$ cat config.mk
export PLATFORM = sky130hd
export DESIGN_NAME = rhu8_text_dec
export DESIGN_NICKNAME = d
export VERILOG_FILES = /design/src/rtl/rhu8_pkg.sv /design/src/rtl/rhu8_text_dec.sv
export SDC_FILE = /design/constraint.sdc
export NUM_CORES = 1
export LEC_CHECK = 0
export BUFFER_PORTS_ARGS = -buffer_cell sky130_fd_sc_hd__clkbuf_2
export CAP_MARGIN = 20
export CORE_ASPECT_RATIO = 0.75
export CORE_MARGIN = 10
export CORE_UTILIZATION = 42
export DETAILED_ROUTE_END_ITERATION = 16
export GPL_TIMING_DRIVEN = 0
export PLACE_DENSITY = 0.85
export SETUP_SLACK_MARGIN = 0.05
export SLEW_MARGIN = 30
export SYNTH_ARGS = -nofsm -noshare
export SYNTH_HDL_FRONTEND = slang
export SYNTH_SLANG_ARGS = --single-unit
$ cat constraint.sdc
create_clock -name vclk -period 2.15
set_input_delay 0.3225 -clock vclk [all_inputs]
set_output_delay 0.3225 -clock vclk [all_outputs]
set_load 0.005 [all_outputs]
$ cat src/rtl/rhu8_pkg.sv
// Types and constants for the record header / UTF-8 checker.
// No dependencies; used by every module of the checker and its testbench.
package rhu8_pkg;

    localparam int POS_W = 7;

    localparam int HEADER_BYTES   = 56;
    localparam int MAX_TEXT_BYTES = 64;

    localparam logic [POS_W-1:0] POS_MAX     = 7'd127;
    localparam logic [POS_W-1:0] POS_VERSION = 7'd1;
    localparam logic [POS_W-1:0] POS_MAGIC3  = 7'd3;
    localparam logic [POS_W-1:0] ID_FIRST    = 7'd4;
    localparam logic [POS_W-1:0] ID_LAST     = 7'd19;
    localparam logic [POS_W-1:0] HASH_FIRST  = 7'd20;
    localparam logic [POS_W-1:0] HASH_LAST   = 7'd51;
    localparam logic [POS_W-1:0] PAD_FIRST   = 7'd52;
    localparam logic [POS_W-1:0] PAD_LAST    = 7'd54;
    localparam logic [POS_W-1:0] POS_LEN     = 7'd55;
    localparam logic [POS_W-1:0] POS_TEXT    = 7'(HEADER_BYTES);

    localparam logic [7:0] VERSION_IN   = 8'd1;
    localparam logic [7:0] VERSION_OUT  = 8'd2;
    localparam logic [7:0] TEXT_MAX_LEN = 8'(MAX_TEXT_BYTES);

    // Record length limits, as the offset of the last byte.
    localparam logic [POS_W-1:0] LAST_POS_MIN = 7'(HEADER_BYTES);
    localparam logic [POS_W-1:0] LAST_POS_MAX = 7'(HEADER_BYTES + MAX_TEXT_BYTES - 1);

    localparam logic [20:0] CP_MAX       = 21'h10FFFF;
    localparam logic [20:0] CP_SURR_LO   = 21'h00D800;
    localparam logic [20:0] CP_SURR_HI   = 21'h00DFFF;
    localparam logic [20:0] CP_MIN_2B    = 21'h000080;
    localparam logic [20:0] CP_MIN_3B    = 21'h000800;
    localparam logic [20:0] CP_MIN_4B    = 21'h010000;

    // Smallest legal code point of the sequence being assembled.
    typedef enum logic [1:0] {
        MIN_NONE  = 2'd0,
        MIN_80    = 2'd1,
        MIN_800   = 2'd2,
        MIN_10000 = 2'd3
    } min_class_t;

    typedef struct packed {
        logic [1:0]  cont_left;
        logic [20:0] code_point;
        min_class_t  min_class;
    } utf8_state_t;

    typedef struct packed {
        logic [7:0] data_byte;
        logic       last_byte;
    } in_item_t;

    typedef struct packed {
        logic [7:0] out_byte;
        logic       end_of_record;
        logic       record_ok;
    } out_item_t;

endpackage

$ cat src/rtl/rhu8_text_dec.sv
// One step of the strict UTF-8 decoder: takes a text byte and the decoder state.
// Depends on rhu8_pkg.
module rhu8_text_dec
    import rhu8_pkg::*;
(
    input  logic [7:0]  data_byte,
    input  utf8_state_t cur,
    output utf8_state_t nxt,
    output logic        fail
);

    logic [20:0] cp_shift;
    logic [20:0] lowest;

    assign cp_shift = {cur.code_point[14:0], data_byte[5:0]};

    always_comb
    begin
        unique case (cur.min_class)
            MIN_NONE,
            MIN_80:    lowest = CP_MIN_2B;
            MIN_800:   lowest = CP_MIN_3B;
            MIN_10000: lowest = CP_MIN_4B;
            default:   lowest = CP_MIN_4B;
        endcase
    end

    always_comb
    begin
        nxt  = cur;
        fail = 1'b0;
        if (cur.cont_left != 2'd0)
        begin
            if (data_byte[7:6] != 2'b10)
            begin
                fail = 1'b1;
            end
            else
            begin
                nxt.code_point = cp_shift;
                nxt.cont_left  = cur.cont_left - 2'd1;
                // sequence complete: range, overlong and surrogate checks
                if (cur.cont_left == 2'd1)
                begin
                    if (cp_shift < lowest || cp_shift > CP_MAX ||
                        (cp_shift >= CP_SURR_LO && cp_shift <= CP_SURR_HI))
                    begin
                        fail = 1'b1;
                    end
                end
            end
        end
        else
        begin
            case (data_byte) inside
                8'h00:
                begin
                    fail = 1'b1;
                end
                [8'h01:8'h7F]:
                begin
                end
                [8'hC2:8'hDF]:
                begin
                    nxt.code_point = {16'd0, data_byte[4:0]};
                    nxt.cont_left  = 2'd1;
                    nxt.min_class  = MIN_80;
                end
                [8'hE0:8'hEF]:
                begin
                    nxt.code_point = {17'd0, data_byte[3:0]};
                    nxt.cont_left  = 2'd2;
                    nxt.min_class  = MIN_800;
                end
                [8'hF0:8'hF4]:
                begin
                    nxt.code_point = {18'd0, data_byte[2:0]};
                    nxt.cont_left  = 2'd3;
                    nxt.min_class  = MIN_10000;
                end
                default:
                begin
                    fail = 1'b1;
                end
            endcase
        end
    end

endmodule

[After elaboration in Yosys (flattened, before gate mapping)]
Cells that the tools add are included.
Cells by class
  mux-type cells: 18
  add/sub/neg operators: 1
  eq/ne operators: 5
  order comparisons: 12
  reductions and logical operators: 11
Operators by type and width (number)
  2-to-1 mux 25 bit: 5
  case mux 21 bit (3 select lines): 1
  2-to-1 mux 23 bit: 2
  greater-or-equal comparator 8 bit (second input constant): 3
  less-or-equal comparator 8 bit (second input constant): 3
  greater-or-equal comparator 21 x 16 -> 1 bit (second input constant): 1
  greater-than comparator 21 bit (second input constant): 1
  less-or-equal comparator 21 x 16 -> 1 bit (second input constant): 1
  < comparator 21 bit: 1
  2-to-1 mux 1 bit: 9
  greater-or-equal comparator 8 x 1 -> 1 bit (second input constant): 1
  less-or-equal comparator 8 x 7 -> 1 bit (second input constant): 1
  logical NOT 8 bit: 1
  logical AND 1 bit: 5
  equality test 2 x 1 -> 1 bit (second input constant): 2
  equality test 2 bit (second input constant): 2
  logical NOT 2 bit: 1
  logical OR 1 bit: 2
  2-to-1 mux 2 bit: 1
  inequality test 2 bit (second input constant): 1
  nonzero test 2 bit: 1
  OR reduction 2 bit: 1
  subtractor 2 x 1 -> 2 bit (second input constant): 1
Storage, ports and cells
  word-level logic and storage cells: 47
  output and inout bits: 26
  register bits after elaboration: 0
  input port bits: 33

[Longest topological paths before layout]
  depth after elaboration: 10
  depth in mapped cells: 7
  mapped depth without buffers: 5

[Least setup slack after synthesis]
Ideal clock, no wire load.
  path type: input to output
  start: in data_byte[1]
  end: out nxt[2] (netlist name)
  data required time: 1.827 ns
  setup slack: 0.357 ns
  buffers on the path: 0
  arrival time: 1.470 ns
  stages on the path: 4
  cell sequence: or4_4 -> nand2_4 -> a31o_4 -> mux2_2
RTL lines
  start: declaration: line rhu8_text_dec.sv:6  | input logic [7:0] data_byte,
  end: declaration: line rhu8_text_dec.sv:8  | output utf8_state_t nxt,

==> impl_metrics.csv <==
group,metric,value,unit
sta,slew_violations,0,
sta,worst_pin_slew,0.3349,ns
power,p_switching,0.1176,mW
grt,grt.overflow.total,0,
die,start_util,44.03,%
flow_run,max_cap_violations,0,
placement,port_buffers,59,
die,die_h,56.65,µm
synth,synth_top_area_share,18.47,%
drt,drt_iter0_drc,33,
die,core,0.001708,mm²
min_path,hold_path_class,"in -> out",
layout,multi_input_comb_area,703.2,µm²
sta,relSlewSlack,77.67,%
placement,hpwl,2620,µm
synth,yosysMostFrequentCell,"nand2_1",
synth,synth_cell_types,43,
placement,gp_congestion,0.8810,
synth,synth_compound_area_share,34.61,%
power,p_int,0.1102,mW
die,rows,13,
layout,n_fill_cell,156,
drt,first_pass_iters,4,
synth,synth_area,752.0,µm²
drt,wl,2994,µm
synth,yosysWarnings,0,
sta,fmax,482.0,MHz
drt,remaining_drc_errors,0,
power,p_clk_share,0,%
grt,grt_pass1_wl,4802,µm
sta,hold_viol_final,0,
drt,routed_via_density,5.468,
sta,period_share,96.50,%
sta,fin_setup_tns,0,ns
drt,final_antenna_net_count,0,
synth,syn-num-nets,155,
setup_path,worstSetupEndpointType,"output port",
layout,nFlopsAndLatches,0,
synth,synth.mux.area_fraction,5.824,%
layout,nNetsFinal,218,
layout,diodes,0,
layout,syn2layout_area_growth,46.76,%
grt,grt_max_degree,11,
die,dieArea,0.003901,mm²
power,vdd_drop_max,125.1,µV
power,power.density,206.5,mW/mm²
synth,synth-seq-area-share,0,%
die,ios,59,
setup_path,startpoint_type,"input port",
layout,utilization,64.62,%
setup_path,critPathArrivalTime,1.75,ns
setup_path,path_class,"in -> out",
drt,vias,1099,
grt,antenna_found_initial,0,
setup_path,cp_max_fo,4,
sta,rsz0062_at_grt,"no",
grt,grt_use_total,14.61,%
sta,finalSetupViolCount,0,
synth,synth.largest_area_cell,"nand2_1",
synth,synth-simple-area-share,43.59,%
synth,synthXorXnorAreaFrac,1.165,%
power,p_comb_share,100.0,%
synth,syn_inst,118,
grt,grt_pass1_vias,1098,
power,leakagePower,0.5670,nW
synth,synth_fa_ha_area_share,6.656,%
sta,period_needed,2.075,ns
power,swShare,51.63,%
setup_path,worstPathRequired,1.83,ns
die,die_x,68.86,µm
synth,synth_area_per_cell,6.373,µm²
outcome,status,"completed",
drt,wl_per_cell,14.90,µm
synth,synth_top_family_by_area,"simple AND/OR/NAND/NOR gates",
power,seqPwrFrac,0,%
layout,drive_gt1_share,48.04,%
layout,final.clkbuf_count,0,
layout,ff_latch_area,0,µm²
synth,ys_top_cells_by_count,"37 x nand2_1, 17 x a21oi_1, 6 x nor2_1",
synth,synth_area_leaders,"nand2_1 18%, a21oi_1 11%, ha_1 6.7%",
what timing repair did:
item / 4_1_cts / 5_1_grt
hold buffers: 0 / 0
setup endpoints to repair: 0 / 15
buffers inserted: 0 / 2
resized for setup: 0 / 6
cell families (layout without fill, tap and decap cells):
logic type      Yosys count  in the layout
simple gates             64             64
compound gates           36             36
buf+inv                   9             70
fa+ha+maj                 4              4
mux                       4              4
xor+xnor                  1              1
metal layers:
layer,vias up,share of wire [%],track usage (%)
li1,554,-,-
met1,504,43,17.92
met2,35,51,25.91
met3,6,4.5,2.178
met4,0,1.6,1.966
met5,-,0,0
placed cells by master (no fill, tap or decap), types with 3 or more instances in the layout:
| cell | instances |
|---|---|
| ha_1 | 3 |
| mux2_2 | 3 |
| nand2_1 | 37 |
| a21oi_1 | 17 |
| nor2_1 | 5 |
| inv_1 | 3 |
| clkbuf_2 | 60 |
worst max-delay path, cell delays in order:
cell	delay, ns
clkbuf_2	0.10
or4_4	0.58
nand2_4	0.11
a31o_4	0.17
mux2_2	0.34
clkbuf_2	0.11
area by class of cell:
cell class / count / area share [%]
buffer: 6 / 4.649
inverter: 3 / 1.020
multi-input combinational: 109 / 63.72
tap: 22 / 2.494
timing repair buffer: 61 / 28.12
worst paths after layout:
check	to	slack [ns]	depth (start not counted)	startpoint
setup / recovery	nxt[3]	0.08	6	data_byte[2]
hold / removal	nxt[22]	0.92	4	cur[22]
through the flow:
step	std cells	cell area, µm²	worst slack, ns	power (mW)	hold slack [ns]
CTS	199	1075	0.07255	0.2238	0.9247
finish	201	1104	0.07519	0.2279	0.9243
global route	201	1104	0.04663	0.2536	0.9634
detailed placement	199	1075	0.07673	0.2230	0.9245
global placement	199	1075	0.1254	0.2160	0.9243
floorplan	118	752.0	0.3574	0.1140	0.7406
power by group through the flow:
stage / combinational, mW / sequential (mW) / clock [mW]
detailed placement: 0.223 / 0 / 0
CTS: 0.224 / 0 / 0
global route: 0.254 / 0 / 0
global placement: 0.216 / 0 / 0
finish: 0.228 / 0 / 0
floorplan: 0.114 / 0 / 0
(Power assumes the default switching activity.)
